<file path="src/rtl/lbs_pkg.sv">
// Shared constants, types and helper functions for the letterbox scaler.
`default_nettype none

package lbs_pkg;

  localparam int FRAME_WORDS     = 1048576;
  localparam int MAX_SRC_DIM     = 1024;
  localparam int SCALE_FRAC_BITS = 16;

  localparam int ADDR_W     = $clog2(FRAME_WORDS);
  localparam int PIX_IN_W   = 32;
  localparam int PIX_W      = 24;
  localparam int RGBA_W     = 32;
  localparam int COORD_W    = 12;
  localparam int VIEW_W     = 13;
  localparam int EDGE_W     = VIEW_W + 1;
  localparam int SRC_DIM_W  = 11;
  localparam int SRC_IDX_W  = $clog2(MAX_SRC_DIM);
  localparam int SCALE_W    = 24;
  localparam int MUL_W      = COORD_W + SCALE_W;
  localparam int SCALED_W   = MUL_W - SCALE_FRAC_BITS;
  localparam int MAP_W      = SRC_IDX_W + SRC_DIM_W + 1;

  localparam int CFG_IDX_W  = 3;
  localparam int CFG_DATA_W = 24;

  localparam int QUEUE_DEPTH = 2;
  localparam int QPTR_W      = $clog2(QUEUE_DEPTH);
  localparam int QCNT_W      = $clog2(QUEUE_DEPTH + 1);

  localparam logic OP_WRITE = 1'b0;
  localparam logic OP_FETCH = 1'b1;

  localparam logic [CFG_IDX_W-1:0] CFG_SRC_WIDTH   = 3'd0;
  localparam logic [CFG_IDX_W-1:0] CFG_SRC_HEIGHT  = 3'd1;
  localparam logic [CFG_IDX_W-1:0] CFG_VIEW_LEFT   = 3'd2;
  localparam logic [CFG_IDX_W-1:0] CFG_VIEW_TOP    = 3'd3;
  localparam logic [CFG_IDX_W-1:0] CFG_VIEW_WIDTH  = 3'd4;
  localparam logic [CFG_IDX_W-1:0] CFG_VIEW_HEIGHT = 3'd5;
  localparam logic [CFG_IDX_W-1:0] CFG_SRC_STEP    = 3'd6;

  localparam logic [SRC_DIM_W-1:0] SRC_DIM_RESET   = 11'd720;
  localparam logic [SCALE_W-1:0]   SRC_STEP_RESET  = 24'd65536;
  localparam logic [7:0]           ALPHA_OPAQUE    = 8'hff;

  typedef struct packed {
    logic [COORD_W-1:0] left;
    logic [COORD_W-1:0] top;
    logic [VIEW_W-1:0]  width;
    logic [VIEW_W-1:0]  height;
  } view_cfg_t;

  typedef struct packed {
    logic [SRC_DIM_W-1:0] src_width;
    logic [SRC_DIM_W-1:0] src_height;
    logic [SCALE_W-1:0]   src_step;
  } map_cfg_t;

  typedef struct packed {
    logic               is_fetch;
    logic               in_view;
    logic [ADDR_W-1:0]  wr_addr;
    logic [PIX_W-1:0]   wr_pixel;
    logic [COORD_W-1:0] off_x;
    logic [COORD_W-1:0] off_y;
  } cmd_t;

  typedef struct packed {
    logic empty;
    logic full;
  } queue_status_t;

  function automatic logic [SRC_DIM_W-1:0] eff_dim(input logic [SRC_DIM_W-1:0] d);
    logic [SRC_DIM_W-1:0] r;
    if (d == '0) begin
      r = SRC_DIM_W'(1);
    end else if (d > SRC_DIM_W'(MAX_SRC_DIM)) begin
      r = SRC_DIM_W'(MAX_SRC_DIM);
    end else begin
      r = d;
    end
    return r;
  endfunction

  function automatic logic [RGBA_W-1:0] swap_to_rgba(input logic [PIX_W-1:0] w);
    return {ALPHA_OPAQUE, w[7:0], w[15:8], w[23:16]};
  endfunction

endpackage

`default_nettype wire

</file>
<file path="src/rtl/lbs_front.sv">
// Front end: accepts input words, classifies them and computes view offsets.
`default_nettype none

module lbs_front (
  input  wire logic                         in_valid,
  output logic                              in_stall,
  input  wire logic                         in_opcode,
  input  wire logic [lbs_pkg::ADDR_W-1:0]   in_write_addr,
  input  wire logic [lbs_pkg::PIX_IN_W-1:0] in_write_pixel,
  input  wire logic [lbs_pkg::COORD_W-1:0]  in_disp_x,
  input  wire logic [lbs_pkg::COORD_W-1:0]  in_disp_y,
  input  wire lbs_pkg::view_cfg_t           view_cfg,
  input  wire lbs_pkg::queue_status_t       q_status,
  output logic                              q_push,
  output lbs_pkg::cmd_t                     q_cmd
);

  logic [lbs_pkg::EDGE_W-1:0] right_edge;
  logic [lbs_pkg::EDGE_W-1:0] bottom_edge;
  logic                       in_x;
  logic                       in_y;

  assign right_edge  = lbs_pkg::EDGE_W'(view_cfg.left) + lbs_pkg::EDGE_W'(view_cfg.width);
  assign bottom_edge = lbs_pkg::EDGE_W'(view_cfg.top) + lbs_pkg::EDGE_W'(view_cfg.height);

  assign in_x = (in_disp_x >= view_cfg.left) &&
                (lbs_pkg::EDGE_W'(in_disp_x) < right_edge);
  assign in_y = (in_disp_y >= view_cfg.top) &&
                (lbs_pkg::EDGE_W'(in_disp_y) < bottom_edge);

  assign in_stall = q_status.full;
  assign q_push   = in_valid && !q_status.full;

  always_comb begin
    q_cmd.is_fetch = (in_opcode == lbs_pkg::OP_FETCH);
    q_cmd.in_view  = in_x && in_y;
    q_cmd.wr_addr  = in_write_addr;
    q_cmd.wr_pixel = in_write_pixel[lbs_pkg::PIX_W-1:0];
    q_cmd.off_x    = in_disp_x - view_cfg.left;
    q_cmd.off_y    = in_disp_y - view_cfg.top;
  end

endmodule

`default_nettype wire

</file>
<file path="config.mk">
export PLATFORM = sky130hd
export DESIGN_NAME = lbs_front
export DESIGN_NICKNAME = d
export VERILOG_FILES = /design/src/rtl/lbs_pkg.sv /design/src/rtl/lbs_front.sv
export SDC_FILE = /design/constraint.sdc
export NUM_CORES = 1
export LEC_CHECK = 0
export BUFFER_PORTS_ARGS = -buffer_cell sky130_fd_sc_hd__buf_4
export CORE_MARGIN = 2
export CORE_UTILIZATION = 40
export DETAILED_ROUTE_END_ITERATION = 8
export PLACE_DENSITY_LB_ADDON = 0.15
export SLEW_MARGIN = 20
export SYNTH_ARGS = -nofsm -noshare
export SYNTH_HDL_FRONTEND = slang
export SYNTH_SLANG_ARGS = --single-unit
</file>
<file path="constraint.sdc">
create_clock -name vclk -period 3
set_input_delay 0.15 -clock vclk [all_inputs]
set_output_delay 0.15 -clock vclk [all_outputs]
set_load 0.1 [all_outputs]
</file>
==> reports/metrics.cfg <==
[status]
status=finished with violations
violations=setup timing

[floorplan]
coreArea_um2=7180
die_h_um=89.7
chipWidth_um=89.7
dieArea_um2=8050
rows=31
pin_count=202
start_util=0.410

[place]
io_buffer_count=103
gp_congestion=0.838
dpl.hpwl_um=6570

[detailed_routing]
via_count=2964
ant_nets=0
initialDrtViolationCount=31
route.detailed.drc=0
via_per_inst=4.99
dr.pass1.iters=4
drt_wl_total_um=7250
wl_per_cell_um=12.2

[timing]
whs_ns=0.300
hold_viol=0
worst_pin_slew_ns=0.320
fmax_mhz=289
tns_ns=-0.460
setup_slack_ns=-0.460
fin_crit_ns=3.46
timing.final.crit_share=1.15
slew_headroom=0.786
setup_violations=1
slew_violations=0
rsz0062_at_grt=true

[power_and_ir_drop]
switching_share=0.647
total_power_uw=1400
clockPowerShare=0
combPwrFrac=1.000
power.density_nw_per_um2=357
peakVddDrop_v=0.000278
p_int_uw=493
power.leakage_uw=0.00209
power_switching_uw=903
p_seq_frac=0

[setup_path]
cp_max_fo=3
crit_path_end_kind=output port
crit_required_ns=2.85
start_kind=input pin
path_class=in -> out
worstPathArrival_ns=3.31

[synthesis]
ys_types=50
ys_warn_count=0
syn_area_um2=2940
syn-num-nets=600
ys_seq_area_frac=0
synthesis.instances=396
synth.avg_cell_area_um2=7.43

[min_path]
hold_depth=0
hp-class=in -> out

[cells_and_area]
layout-drive-gt1-share=0.341
final-seq-area_um2=0
final_nets=701
nFlopsAndLatches=0
fin_util=0.545
syn2layout_area_growth_pct=33.0
clkbuf_count=0
diodes=0

[grt]
grt_pass1_wl_um=12800
overflow=0
antenna_found_initial=0
grt_usage=0.180
grt_pass1_vias=3010
grt_max_degree=7

[flow_run]
cap_viol_max_count=0

==> layout by cell type (no fill, tap or decap), drive strengths merged, types with 6 or more instances in the layout <==
cell type  Yosys  layout
a21o          15      15
a21oi         37      37
buf           46     145
ha            70      70
inv           42      42
nand2         16      16
nand2b         9       9
nor2          25      25
nor2b          6       6
o21a           8       8
o21ai         29      29
xnor2         24      24
xor2          11      11
==> metrics by stage <==
step	instance area, um^2	instances	setup slack [ns]
6_report	3910	594	-0.460
5_1_grt	3910	594	-0.651
4_1_cts	3900	594	-0.489
3_5_place_dp	3850	593	-0.663
3_3_place_gp	3850	593	-0.621
2_1_floorplan	2990	396	-0.742
==> cells by family after synthesis <==
group,count (synthesis),share of synthesized area
xor+xnor,35,0.104
buf+inv,88,0.171
fa+ha+maj,74,0.325
mux,1,0.00510
compound gates,115,0.249
simple gates,83,0.145
==> power by group through the flow <==
stage / sequential, uW / clock [uW] / combinational (uW)
after floorplan: 0 / 0 / 1280
after global placement: 0 / 0 / 1370
after detailed placement: 0 / 0 / 1380
after CTS: 0 / 0 / 1400
after global routing: 0 / 0 / 1510
final: 0 / 0 / 1400
==> final timing paths <==
check | start | to
setup / recovery | view_cfg[26] | q_cmd[68]
hold / removal | in_write_pixel[0] | q_cmd[24]
==> worst max-delay path, cell delays in order <==
cell      delay (ns)
buf_8           0.10
ha_4            0.15
fa_2            0.35
a211oi_2        0.22
nor2_1          0.10
o31a_1          0.29
o21ai_2         0.14
nand2b_1        0.08
a21oi_2         0.15
xor2_1          0.17
ha_1            0.27
a21oi_2         0.13
and2b_2         0.22
o311a_4         0.32
a311oi_4        0.25
buf_12          0.21
==> cell type report <==
class,instances,area (um^2)
Tap cell,99,124
Fill cell,743,3260
Timing Repair Buffer,145,1110
Multi-Input combinational cell,308,2520
Inverter,42,158
==> layer usage <==
layer  track usage  wire length (um)
met3        0.0277               345
met2         0.342              3700
met1         0.224              3180
met5             0                 0
met4       0.00897                26
==> cells in the mapped netlist, types with 2 or more instances <==
cell type	n	area, um^2
o211ai_1	2	15.0
a21oi_1	34	170
nand2b_1	9	56.3
nand2_1	16	60.1
buf_4	46	345
inv_1	42	158
o21ai_1	13	65.1
ha_1	70	876
nand3_1	2	10.0
o31ai_1	3	22.5
nor3_1	3	15.0
a31oi_1	2	12.5
a21boi_1	2	15.0
a21o_1	14	105
nand4_1	4	25.0
xnor2_1	24	210
o2111ai_1	2	17.5
nor4_1	2	12.5
nor2b_1	6	37.5
fa_1	4	80.1
or3_1	4	25.0
o21a_1	8	60.1
nor2_1	25	93.8
a211oi_1	4	30.0
and2b_2	2	17.5
o21ai_0	16	80.1
a21oi_2	3	26.3
xor2_1	11	96.3
and4_1	2	17.5
==> repair_timing <==
action,4_1_cts,5_1_grt
gates resized for setup,10,4
pin swaps,12,7
setup endpoints to repair,1,1
buffers inserted,1,0
hold buffers,0,0
(Power assumes the default switching activity.)
