`src/rtl/lbs_pkg.sv`:
```
// Shared constants, types and helper functions for the letterbox scaler.
`default_nettype none

package lbs_pkg;

  localparam int FRAME_WORDS     = 1048576;
  localparam int MAX_SRC_DIM     = 1024;
  localparam int SCALE_FRAC_BITS = 16;

  localparam int ADDR_W     = $clog2(FRAME_WORDS);
  localparam int PIX_IN_W   = 32;
  localparam int PIX_W      = 24;
  localparam int RGBA_W     = 32;
  localparam int COORD_W    = 12;
  localparam int VIEW_W     = 13;
  localparam int EDGE_W     = VIEW_W + 1;
  localparam int SRC_DIM_W  = 11;
  localparam int SRC_IDX_W  = $clog2(MAX_SRC_DIM);
  localparam int SCALE_W    = 24;
  localparam int MUL_W      = COORD_W + SCALE_W;
  localparam int SCALED_W   = MUL_W - SCALE_FRAC_BITS;
  localparam int MAP_W      = SRC_IDX_W + SRC_DIM_W + 1;

  localparam int CFG_IDX_W  = 3;
  localparam int CFG_DATA_W = 24;

  localparam int QUEUE_DEPTH = 2;
  localparam int QPTR_W      = $clog2(QUEUE_DEPTH);
  localparam int QCNT_W      = $clog2(QUEUE_DEPTH + 1);

  localparam logic OP_WRITE = 1'b0;
  localparam logic OP_FETCH = 1'b1;

  localparam logic [CFG_IDX_W-1:0] CFG_SRC_WIDTH   = 3'd0;
  localparam logic [CFG_IDX_W-1:0] CFG_SRC_HEIGHT  = 3'd1;
  localparam logic [CFG_IDX_W-1:0] CFG_VIEW_LEFT   = 3'd2;
  localparam logic [CFG_IDX_W-1:0] CFG_VIEW_TOP    = 3'd3;
  localparam logic [CFG_IDX_W-1:0] CFG_VIEW_WIDTH  = 3'd4;
  localparam logic [CFG_IDX_W-1:0] CFG_VIEW_HEIGHT = 3'd5;
  localparam logic [CFG_IDX_W-1:0] CFG_SRC_STEP    = 3'd6;

  localparam logic [SRC_DIM_W-1:0] SRC_DIM_RESET   = 11'd720;
  localparam logic [SCALE_W-1:0]   SRC_STEP_RESET  = 24'd65536;
  localparam logic [7:0]           ALPHA_OPAQUE    = 8'hff;

  typedef struct packed {
    logic [COORD_W-1:0] left;
    logic [COORD_W-1:0] top;
    logic [VIEW_W-1:0]  width;
    logic [VIEW_W-1:0]  height;
  } view_cfg_t;

  typedef struct packed {
    logic [SRC_DIM_W-1:0] src_width;
    logic [SRC_DIM_W-1:0] src_height;
    logic [SCALE_W-1:0]   src_step;
  } map_cfg_t;

  typedef struct packed {
    logic               is_fetch;
    logic               in_view;
    logic [ADDR_W-1:0]  wr_addr;
    logic [PIX_W-1:0]   wr_pixel;
    logic [COORD_W-1:0] off_x;
    logic [COORD_W-1:0] off_y;
  } cmd_t;

  typedef struct packed {
    logic empty;
    logic full;
  } queue_status_t;

  function automatic logic [SRC_DIM_W-1:0] eff_dim(input logic [SRC_DIM_W-1:0] d);
    logic [SRC_DIM_W-1:0] r;
    if (d == '0) begin
      r = SRC_DIM_W'(1);
    end else if (d > SRC_DIM_W'(MAX_SRC_DIM)) begin
      r = SRC_DIM_W'(MAX_SRC_DIM);
    end else begin
      r = d;
    end
    return r;
  endfunction

  function automatic logic [RGBA_W-1:0] swap_to_rgba(input logic [PIX_W-1:0] w);
    return {ALPHA_OPAQUE, w[7:0], w[15:8], w[23:16]};
  endfunction

endpackage

`default_nettype wire

```
`src/rtl/lbs_queue.sv`:
```
// Short command queue between the front end and the back end.
`default_nettype none

module lbs_queue (
  input  wire logic                   clk,
  input  wire logic                   rst_n,
  input  wire logic                   push,
  input  wire lbs_pkg::cmd_t          push_cmd,
  input  wire logic                   pop,
  output lbs_pkg::cmd_t               head_cmd,
  output lbs_pkg::queue_status_t      status
);

  lbs_pkg::cmd_t               entry_r [lbs_pkg::QUEUE_DEPTH];
  logic [lbs_pkg::QPTR_W-1:0]  wr_ptr_r, wr_ptr_nxt;
  logic [lbs_pkg::QPTR_W-1:0]  rd_ptr_r, rd_ptr_nxt;
  logic [lbs_pkg::QCNT_W-1:0]  count_r, count_nxt;
  logic                        do_push;
  logic                        do_pop;

  assign status.empty = (count_r == '0);
  assign status.full  = (count_r == lbs_pkg::QCNT_W'(lbs_pkg::QUEUE_DEPTH));
  assign do_push      = push && !status.full;
  assign do_pop       = pop && !status.empty;
  assign head_cmd     = entry_r[rd_ptr_r];

  always_comb begin
    wr_ptr_nxt = wr_ptr_r;
    rd_ptr_nxt = rd_ptr_r;
    count_nxt  = count_r;
    if (do_push) begin
      wr_ptr_nxt = (wr_ptr_r == lbs_pkg::QPTR_W'(lbs_pkg::QUEUE_DEPTH - 1)) ? '0 :
                   wr_ptr_r + lbs_pkg::QPTR_W'(1);
    end
    if (do_pop) begin
      rd_ptr_nxt = (rd_ptr_r == lbs_pkg::QPTR_W'(lbs_pkg::QUEUE_DEPTH - 1)) ? '0 :
                   rd_ptr_r + lbs_pkg::QPTR_W'(1);
    end
    if (do_push && !do_pop) begin
      count_nxt = count_r + lbs_pkg::QCNT_W'(1);
    end else if (do_pop && !do_push) begin
      count_nxt = count_r - lbs_pkg::QCNT_W'(1);
    end
  end

  always_ff @(posedge clk) begin
    if (!rst_n) begin
      wr_ptr_r <= '0;
      rd_ptr_r <= '0;
      count_r  <= '0;
    end else begin
      wr_ptr_r <= wr_ptr_nxt;
      rd_ptr_r <= rd_ptr_nxt;
      count_r  <= count_nxt;
    end
  end

  always_ff @(posedge clk) begin
    if (do_push) begin
      entry_r[wr_ptr_r] <= push_cmd;
    end
  end

endmodule

`default_nettype wire

```
`config.mk`:
```
export PLATFORM = sky130hd
export DESIGN_NAME = lbs_queue
export DESIGN_NICKNAME = d
export VERILOG_FILES = /design/src/rtl/lbs_pkg.sv /design/src/rtl/lbs_queue.sv
export SDC_FILE = /design/constraint.sdc
export NUM_CORES = 1
export LEC_CHECK = 0
export BUFFER_PORTS_ARGS = -buffer_cell sky130_fd_sc_hd__buf_2
export CAP_MARGIN = 5
export CORE_ASPECT_RATIO = 0.9
export CORE_MARGIN = 1.5
export CORE_UTILIZATION = 47
export CTS_CLUSTER_SIZE = 8
export DETAILED_ROUTE_END_ITERATION = 10
export MAX_ROUTING_LAYER = met4
export PLACE_DENSITY = 0.83
export SYNTH_ARGS = -nofsm -noshare
export SYNTH_HDL_FRONTEND = slang
export SYNTH_SLANG_ARGS = --single-unit
```
`constraint.sdc`:
```
create_clock -name clk -period 4 [get_ports clk]
set_clock_uncertainty 0.1 [all_clocks]
set_input_delay 0.4 -clock clk [delete_from_list [all_inputs] [get_ports clk]]
set_output_delay 0.4 -clock clk [all_outputs]
set_load 0.05 [all_outputs]
```
==> qor.yml, run 1 <==
outcome: "completed"
synth_seq_cells: 145
track_usage: 0.161
yosysWarnings: 0
row_count: 36
arrival_ps: 2040
fin_hold_ws_ps: 74.4
setup_viol: 0
die_height_um: 103
grt_max_degree: 71
synth_cell_type_count: 20
cts_buffers: 17
crit_path_max_fanout: 70
syn-instance-count: 243
holdPathEnd: "entry_r[0][44]"
core_mm2: 0.0109
maxCapViolations: 0
wl_um: 8950
vdd_drop_max_v: 0.000644
finalCriticalPeriod_ps: 2540
fmax_mhz: 394
drtIter0Drc: 124
pin_count: 146
clock_tree.root_cell: "clkbuf_16"
post_drt_wl_per_cell_um: 15.9
grt_pass1_wl_um: 13200
place_congestion: 0.667
rsz0062_at_grt: "false"
synth_edf_count: 140
fin_nets: 476
rrSetupSlack_ps: 2000
dp_hpwl_um: 5660
io_buffers: 145
hold_viol_final: 0
reg2reg_to: "entry_r[1][15]"
power_mw: 5.13
worstSetupStartpointType: "flop"
final_layout_size_suffix_gt1_frac: 0.590
synthTopCellsByArea: "edfxtp_1 (80%), mux2_2 (15%), dfxtp_1 (1.9%)"
holdPathStages: 1
synthMostInstantiatedCell: "edfxtp_1"
synth_nets: 318
antenna_cells: 0
post_cts_buffers: 0
num_vias: 2706
vias_per_cell: 4.80
cts_buffer_depth: 2
drt-pass1-iter-count: 4
cts_sinks: 145
slew_headroom: 0.351
fin_area_mm2: 0.00671
worstPathRequired_ps: 3500
crit_type: "flop to output pin"
netlist_area_mm2: 0.00527
ys_seq_area_frac: 0.817
synth_ff_type: "edfxtp_1"
hold_start: "push_cmd[44]"
syn2layout_area_growth_pct: 27.3
cts_max_level: 4
grt_pass1_vias: 2743
die_area_mm2: 0.0118
detail-route-antenna-nets: 0
cts_resized: 0
grt.overflow.total: 0
reg2regPathDepth: 2
period_share: 0.634
die_w_um: 115
reg2reg_from: "count_r[0]"
hold_buffers: 0
worst_pin_slew_ps: 973
clk_pin_slew_ps: 50
start_util: 0.485
n_fill_cell: 784
postSynthAreaPerCell_um2: 21.7
final.setup.tns_ps: 0
synth_area_leader_cell: "edfxtp_1"
clk_latency_ps: 410
synth_top_area_share: 0.798
cts_tree: "done"
async_flop_share: 0
post-route-drc-count: 0
synth_common_cells: "edfxtp_1 (140), mux2_2 (70), buf_2 (8)"
p_per_area_mw_per_mm2: 765
hold_class: "input pin to flop"
antenna_found_initial: 0
maxSlewViolCount: 0
placed_area_mm2: 0.00617
p_leak_nw: 2.50
cp-end-kind: "output pin"
metrics by stage:
step | instances | worst slack, ps | utilization
after floorplan | 243 | 1080 | -
after global placement | 534 | 1870 | 0.569
after detailed placement | 534 | 1870 | 0.569
after CTS | 564 | 1410 | 0.618
after global routing | 564 | 1350 | 0.618
final | 564 | 1460 | 0.618
final cells by class:
cell class,count,area (um2),share of cell area
sequential,145,4310,0.642
clock inverter,9,92.6,0.0138
clock buffer,21,440,0.0657
multi-input combinational,88,926,0.138
timing repair buffer,147,741,0.110
inverter,2,7.51,0.00112
tap,152,190,0.0284
worst max-delay path, stage by stage (launching register included):
cell and delay, ps:
dfxtp_4 950, mux2_2 430, buf_2 210
registers in the layout (all words and copies together), names as in the netlist, named ones only:
name / flops
rd_ptr_r: 1
entry_r: 140
count_r: 2
wr_ptr_r: 1
report_power, final:
group	leakage (nW)	total (mW)	internal (mW)	switching (mW)
Sequential	1.35	2.06	1.91	0.148
Combinational	0.897	1.64	0.470	1.17
Clock	0.257	1.43	0.897	0.528
cells in the final DEF, fill, tap and decap left out, types with 3 or more instances in the layout:
| master | synthesis | layout |
|---|---|---|
| buf_2 | 8 | 145 |
| edfxtp_1 | 140 | 140 |
| mux2_2 | 70 | 70 |
| clkbuf_16 | 0 | 17 |
| clkinv_1 | 0 | 4 |
| clkbuf_1 | 0 | 4 |
| dfxtp_1 | 5 | 4 |
| and2_1 | 3 | 3 |
cells by family after synthesis:
group / count (synthesis) / share of synthesized area
buffers and inverters: 10 / 0.00903
AND/OR/NAND/NOR: 9 / 0.0105
XOR/XNOR: 3 / 0.00499
AO/OA/AOI/OAI: 5 / 0.00618
adder cells (fa/ha/maj): 1 / 0.00238
multiplexers: 70 / 0.150
flip-flops: 145 / 0.817
metal layers:
metal  vias up  global-route usage  share of wire
li1       1274                   -              -
met1      1325               0.181           0.42
met2        95               0.257           0.51
met3        12              0.0653          0.062
met4         0              0.0673          0.013
met5         -                   -              0
worst max-delay path by stage:
stage,start,to,slack (ps),cells past startpoint
6_report,flop,head_cmd[68],1460,2
4_1_cts,flop,head_cmd[21],1410,2
3_3_place_gp,flop,head_cmd[13],1870,2
3_5_place_dp,flop,head_cmd[63],1870,2
5_1_grt,flop,head_cmd[13],1350,2
2_1_floorplan,count_r[0],entry_r[0][0],1080,3
(Power assumes the default switching activity.)
==> inputs of run 2 (changes only) <==
--- a/config.mk
+++ b/config.mk
@@ -5,15 +5,16 @@
 export SDC_FILE = /design/constraint.sdc
 export NUM_CORES = 1
 export LEC_CHECK = 0
+export ABC_AREA = 1
 export BUFFER_PORTS_ARGS = -buffer_cell sky130_fd_sc_hd__buf_2
 export CAP_MARGIN = 5
 export CORE_ASPECT_RATIO = 0.9
 export CORE_MARGIN = 1.5
-export CORE_UTILIZATION = 47
+export CORE_UTILIZATION = 52
 export CTS_CLUSTER_SIZE = 8
 export DETAILED_ROUTE_END_ITERATION = 10
 export MAX_ROUTING_LAYER = met4
-export PLACE_DENSITY = 0.83
+export PLACE_DENSITY = 0.86
 export SYNTH_ARGS = -nofsm -noshare
 export SYNTH_HDL_FRONTEND = slang
 export SYNTH_SLANG_ARGS = --single-unit
==> constraint.sdc (replaced) <==
create_clock -name clk -period 2.6 [get_ports clk]
set_clock_uncertainty 0.1 [all_clocks]
set_input_delay 0.26 -clock clk [delete_from_list [all_inputs] [get_ports clk]]
set_output_delay 0.26 -clock clk [all_outputs]
set_load 0.05 [all_outputs]
==> run 2 against run 1 <==
Net effect:
- core utilization up 13 points
- sequential cell count unchanged
- power up 60%
- clock-buffer cell count down 4
- cell count up 12%
- register-to-register slack worse by 1100 ps
- synthesized cell count up 5.3%
- critical path type unchanged
==> qor.yml, run 2 <==
outcome: "completed"  # unchanged
clk_pin_slew_ps: 60  # was 50 ps
rsz0062_at_grt: "false"  # unchanged
row_count: 35  # was 36
fin_area_mm2: 0.00776  # was 0.00671 mm2
die_area_mm2: 0.0115  # was 0.0118 mm2
detail-route-antenna-nets: 0  # unchanged
synth_cell_type_count: 14  # was 20
wl_um: 10700  # was 8950 um
fin_hold_ws_ps: 43.7  # was 74.4 ps
synth_seq_cells: 145  # unchanged
synth_top_area_share: 0.744  # was 0.798
postSynthAreaPerCell_um2: 22.1  # was 21.7 um2
hold_class: "input pin to flop"  # unchanged
synth_nets: 331  # was 318
largest_register_ffs: 140  # unchanged
crit_path_max_fanout: 32  # was 70
grt.overflow.total: 0  # unchanged
power.switching_mw: 2.86  # was 1.84 mW
crit_type: "flop to output pin"  # unchanged
cts_sinks: 145  # unchanged
cts_buffers: 17  # unchanged
setup_ws_ps: 392  # was 1460 ps
fin_nets: 563  # was 476
io_buffers: 145  # unchanged
track_usage: 0.198  # was 0.161
rrSetupSlack_ps: 930  # was 2000 ps
synthTopCellsByArea: "edfxtp_1 (74%), mux2_4 (19%), buf_12 (2.5%)"  # was edfxtp_1 (80%), mux2_2 (15%), dfxtp_1 (1.9%)
grt_max_degree: 39  # was 71
syn-instance-count: 256  # was 243
worstSetupStartpointType: "flop"  # unchanged
cts_tree: "done"  # unchanged
p_per_area_mw_per_mm2: 1060  # was 765 mW/mm2
arrival_ps: 1850  # was 2040 ps
reg2regPathDepth: 9  # was 2
clock_tree.root_cell: "clkbuf_16"  # unchanged
antenna_cells: 0  # unchanged
n_fill_cell: 626  # was 784
synth_common_cells: "edfxtp_1 (140), mux2_4 (70), nor2_1 (11)"  # was edfxtp_1 (140), mux2_2 (70), buf_2 (8)
grt_pass1_wl_um: 16200  # was 13200 um
worstPathRequired_ps: 2240  # was 3500 ps
top_regs: "entry_r: 140 flops, count_r: 2 flops"  # unchanged
cts_buffer_depth: 2  # unchanged
dp_slack_ps: 818  # was 1870 ps
maxCapViolations: 0  # unchanged
async_flop_share: 0  # unchanged
post_drt_wl_per_cell_um: 16.9  # was 15.9 um
fmax_mhz: 453
vias_per_cell: 4.90  # was 4.80
synthMostInstantiatedCell: "edfxtp_1"  # unchanged
final_layout_size_suffix_gt1_frac: 0.507  # was 0.590
holdPathStages: 3  # was 1
cts_resized: 0  # unchanged
placed_cells: 528  # was 534
hold_start: "rst_n"  # was push_cmd[44]
pwr-share-comb: 0.335  # was 0.320
setup_viol: 0  # unchanged
p_leak_nw: 3.13  # was 2.50 nW
ys_seq_area_frac: 0.762  # was 0.817
synth_area_leader_cell: "edfxtp_1"  # unchanged
die_w_um: 113  # was 115 um
pin_count: 146  # unchanged
slew_headroom: 0.594  # was 0.351
vdd_drop_max_v: 0.000544  # was 0.000644 V
clk_latency_ps: 400  # was 410 ps
yosysWarnings: 0  # unchanged
reg2reg_from: "count_r[1]"  # was count_r[0]
p_sw_frac: 0.348  # was 0.360
drtIter0Drc: 123  # was 124
synth_edf_count: 140  # unchanged
placed_area_mm2: 0.00646  # was 0.00617 mm2
hold_buffers: 70  # was 0
netlist_area_mm2: 0.00565  # was 0.00527 mm2
period_share: 0.849
synth_ff_type: "edfxtp_1"  # unchanged
worst_pin_slew_ps: 609  # was 973 ps
cts_max_level: 4  # unchanged
seqPwrFrac: 0.372  # was 0.402
antenna_found_initial: 0  # unchanged
num_vias: 3087  # was 2706
syn2layout_area_growth_pct: 37.2  # was 27.3%
finalCriticalPeriod_ps: 2210
dp_hpwl_um: 6330  # was 5660 um
grt_pass1_vias: 3280  # was 2743
p_int_mw: 5.36  # was 3.28 mW
top_register: "entry_r"  # unchanged
start_util: 0.542  # was 0.485
maxSlewViolCount: 0  # unchanged
place_congestion: 0.687  # was 0.667
drt-pass1-iter-count: 4  # unchanged
hold_viol_final: 0  # unchanged
post_cts_buffers: 0  # unchanged
cp-end-kind: "output pin"  # unchanged
post-route-drc-count: 0  # unchanged
pwr-share-clk: 0.293  # was 0.278
final_common_cell: "buf_2"  # unchanged
die_height_um: 102  # was 103 um
final_cell_mix: "buf_2 (145), edfxtp_1 (140), mux2_4 (70), dlygate4sd3_1 (70), clkbuf_16 (17)"  # was buf_2 (145), edfxtp_1 (140), mux2_2 (70), clkbuf_16 (17)
core_mm2: 0.0104  # was 0.0109 mm2
reg2reg_to: "count_r[1]"  # was entry_r[1][15]
final.setup.tns_ps: 0  # unchanged
instances_no_fill: 630  # was 564
holdPathEnd: "wr_ptr_r"  # was entry_r[0][44]
-- run 2: kinds of logic after synthesis --
group,share of synthesized area
adders and majority gates,0.00221
and+or+nand+nor,0.0133
DFF,0.762
muxes,0.186
AOI/OAI and AO/OA,0.00421
buffers and inverters,0.0328
-- run 2: how the worst max path moves through the flow --
stage / endpoint / start / cells after the start
finish: head_cmd[40] / flop / 3
global route: head_cmd[52] / flop / 3
CTS: head_cmd[47] / flop / 3
detailed placement: head_cmd[47] / flop / 3
global placement: head_cmd[55] / flop / 3
floorplan: entry_r[0][0] / count_r[0] / 2
-- run 2: stage by stage --
step,util,power [mW]
2_1_floorplan,-,5.37
3_3_place_gp,0.620,5.73
3_5_place_dp,0.620,5.78
4_1_cts,0.744,8.27
5_1_grt,0.744,8.53
6_report,0.744,8.22
-- run 2: layout make-up --
cell class | instances | area, um2 | share of cell area
sequential | 145 | 4310 | 0.555
timing repair buffer | 221 | 1480 | 0.191
multi-input combinational | 94 | 1180 | 0.152
clock buffer | 17 | 425 | 0.0548
clock inverter | 15 | 166 | 0.0215
tap | 129 | 161 | 0.0208
inverter | 9 | 33.8 | 0.00436
-- run 2: worst max-delay path: stages (launching register included) --
cell and delay (ps):
dfxtp_4 350, buf_4 500, mux2_4 350, buf_2 210
-- run 2: layer usage --
layer / GRT usage / share of wire / vias to the layer above
li1: - / - / 1460
met1: 0.229 / 0.42 / 1518
met2: 0.354 / 0.52 / 98
met3: 0.0421 / 0.043 / 11
met4: 0.0606 / 0.0090 / 0
met5: - / 0 / -
-- run 2: power groups by stage --
stage / clock [mW] / sequential [mW] / combinational (mW)
after detailed placement: 0 / 3.10 / 2.68
after floorplan: 0 / 3.09 / 2.29
after global placement: 0 / 3.08 / 2.65
after global routing: 2.55 / 3.08 / 2.89
final: 2.41 / 3.06 / 2.76
after CTS: 2.45 / 3.06 / 2.77
==> inputs of run 3 (changes only) <==
==> constraint.sdc (replaced) <==
create_clock -name clk -period 2.19 [get_ports clk]
set_clock_uncertainty 0.1 [all_clocks]
set_input_delay 0.219 -clock clk [delete_from_list [all_inputs] [get_ports clk]]
set_output_delay 0.219 -clock clk [all_outputs]
set_load 0.05 [all_outputs]
==> run 3 against run 2 <==
Net effect:
- sequential share of layout area shrank 0.49 points
- non-clock buffer count grew 2
- clock power grew 18%
- power grew 20%
- worst hold slack gained 120 ps
- combinational power grew 20%
- critical path depth is the same
- global-route usage grew 0.91 points
- sequential power grew 20%
==> qor.yml, run 3 (synthesized netlist as in run 2, its figures left out) <==
slew_headroom: 0.773  # was 0.594
final_layout_size_suffix_gt1_frac: 0.507  # about the same
hold_viol_final: 0  # unchanged
maxSlewViolCount: 0  # unchanged
p_int_mw: 6.42  # was 5.36 mW
cts_resized: 0  # unchanged
maxCapViolations: 0  # unchanged
instances_no_fill: 632  # was 630
final_common_cell: "buf_2"  # unchanged
start_util: 0.542  # unchanged
row_count: 35  # unchanged
cp-end-kind: "output pin"  # unchanged
p_leak_nw: 3.14  # was 3.13 nW
reg2regPathDepth: 9  # unchanged
hold_class: "input pin to flop"  # unchanged
p_per_area_mw_per_mm2: 1260  # was 1060 mW/mm2
max_stage_delay_ps: 550  # was 500 ps
die_height_um: 102  # unchanged
crit_type: "flop to output pin"  # unchanged
grt_pass1_vias: 3359  # was 3280
largest_register_ffs: 140  # unchanged
num_vias: 3092  # was 3087
cts_tree: "done"  # unchanged
outcome: "completed"  # unchanged
worst_pin_slew_ps: 341  # was 609 ps
final.setup.tns_ps: 0  # unchanged
worstPathRequired_ps: 1870  # was 2240 ps
clock_tree.root_cell: "clkbuf_16"  # unchanged
fin_area_mm2: 0.00783  # was 0.00776 mm2
cts_sinks: 145  # unchanged
crit_path_max_fanout: 24  # was 32
wl_um: 11100  # was 10700 um
pwr-share-clk: 0.289  # was 0.293
place_congestion: 0.705  # was 0.687
vdd_drop_max_v: 0.00117  # was 0.000544 V
top_register: "entry_r"  # unchanged
detail-route-antenna-nets: 0  # unchanged
antenna_found_initial: 0  # unchanged
reg2reg_from: "count_r[1]"  # unchanged
worstSetupStartpointType: "flop"  # unchanged
rrSetupSlack_ps: 370  # was 930 ps
drtIter0Drc: 93  # was 123
crit_end: "head_cmd[29]"  # was head_cmd[40]
post_drt_wl_per_cell_um: 17.6  # was 16.9 um
clk_latency_ps: 410  # was 400 ps
syn2layout_area_growth_pct: 38.5  # was 37.2%
final_core_util: 0.751  # was 0.744
pwr-share-comb: 0.337  # was 0.335
grt_pass1_wl_um: 16800  # was 16200 um
dp_hpwl_um: 6330  # about the same
cts_buffer_depth: 2  # unchanged
grt.overflow.total: 0  # unchanged
final_cell_mix: "buf_2 (145), edfxtp_1 (140), dlygate4sd3_1 (71), mux2_4 (70), clkbuf_16 (17)"  # was buf_2 (145), edfxtp_1 (140), mux2_4 (70), dlygate4sd3_1 (70), clkbuf_16 (17)
post-route-drc-count: 0  # unchanged
top_regs: "entry_r: 140 flops, count_r: 2 flops"  # unchanged
path_cells: "buf_12 > mux2_4 > buf_2"  # was buf_4 > mux2_4 > buf_2
die_area_mm2: 0.0115  # unchanged
clk_pin_slew_ps: 60  # about the same
drt-pass1-iter-count: 4  # unchanged
power.switching_mw: 3.41  # was 2.86 mW
setup_viol: 0  # unchanged
fmax_mhz: 479
placed_cells: 529  # was 528
die_w_um: 113  # unchanged
grt_max_degree: 59  # was 39
hold_start: "pop"  # was rst_n
io_buffers: 145  # unchanged
cp_slowest_cell: "dfxtp_4"  # was buf_4
finalCriticalPeriod_ps: 2090
rsz0062_at_grt: "false"  # unchanged
arrival_ps: 1770  # was 1850 ps
cts_buffers: 17  # unchanged
fin_nets: 565  # was 563
p_sw_frac: 0.347  # was 0.348
reg2reg_to: "count_r[1]"  # unchanged
placed_area_mm2: 0.00652  # was 0.00646 mm2
antenna_cells: 0  # unchanged
vias_per_cell: 4.89  # was 4.90
cts_max_level: 4  # unchanged
fin_hold_ws_ps: 161  # was 43.7 ps
period_share: 0.953
pin_count: 146  # unchanged
core_mm2: 0.0104  # unchanged
seqPwrFrac: 0.374  # was 0.372
track_usage: 0.207  # was 0.198
[run 3: cell count changes in the layout (fill, tap and decap cells not counted)]
| cell | before | now |
|---|---|---|
| buf_12 | 1 | 5 |
| buf_4 | 5 | 2 |
| clkbuf_1 | 0 | 2 |
| clkinv_1 | 3 | 1 |
| clkinv_2 | 3 | 2 |
| clkinv_4 | 2 | 1 |
| clkinvlp_4 | 2 | 4 |
| dlygate4sd3_1 | 70 | 71 |
[run 3: final cells by class]
cell class	instances	area, um2
sequential	145	4310
fill	608	2600
timing repair buffer	223	1550
multi-input combinational	94	1180
clock buffer	19	433
tap	129	161
clock inverter	13	160
inverter	9	33.8
[run 3: worst max-delay path: cells and delay by family, from the launching register on]
family,cells,cell delay [ps]
flip-flops,1,550
multiplexers,1,320
buffers and inverters,2,460
[run 3: how the worst min path moves through the flow]
stage / endpoint / slack (ps) / depth (start not counted)
after detailed placement: entry_r[0][55] / 310 / 1
after floorplan: entry_r[0][0] / 220 / 0
after CTS: flop / 140 / 5
after global routing: flop / 180 / 5
after global placement: entry_r[1][61] / 310 / 1
final: flop / 160 / 5
[run 3: stage by stage]
step	setup slack, ps	power, mW
finish	103	9.83
floorplan	-639	6.38
global route	41.9	10.2
CTS	88.7	9.88
detailed placement	443	6.92
global placement	554	6.84
[run 3: per-layer routing]
layer	GRT usage	up-vias	part of all wire
li1	-	1459	-
met1	0.218	1514	0.40
met3	0.0611	10	0.051
met2	0.375	109	0.54
met4	0.0750	0	0.0097
met5	-	-	0
[run 3: timing repair]
item / CTS / global route
endpoints found under the hold margin: 144 / 0
hold buffers: 71 / 0
setup buffers: 0 / 0
[run 3: power by group through the flow]
stage | Clock [mW] | Sequential [mW] | Combinational, mW
global placement | 0 | 3.70 | 3.14
finish | 2.84 | 3.68 | 3.31
detailed placement | 0 | 3.74 | 3.18
CTS | 2.90 | 3.68 | 3.30
floorplan | 0 | 3.66 | 2.72
global route | 3.04 | 3.71 | 3.45
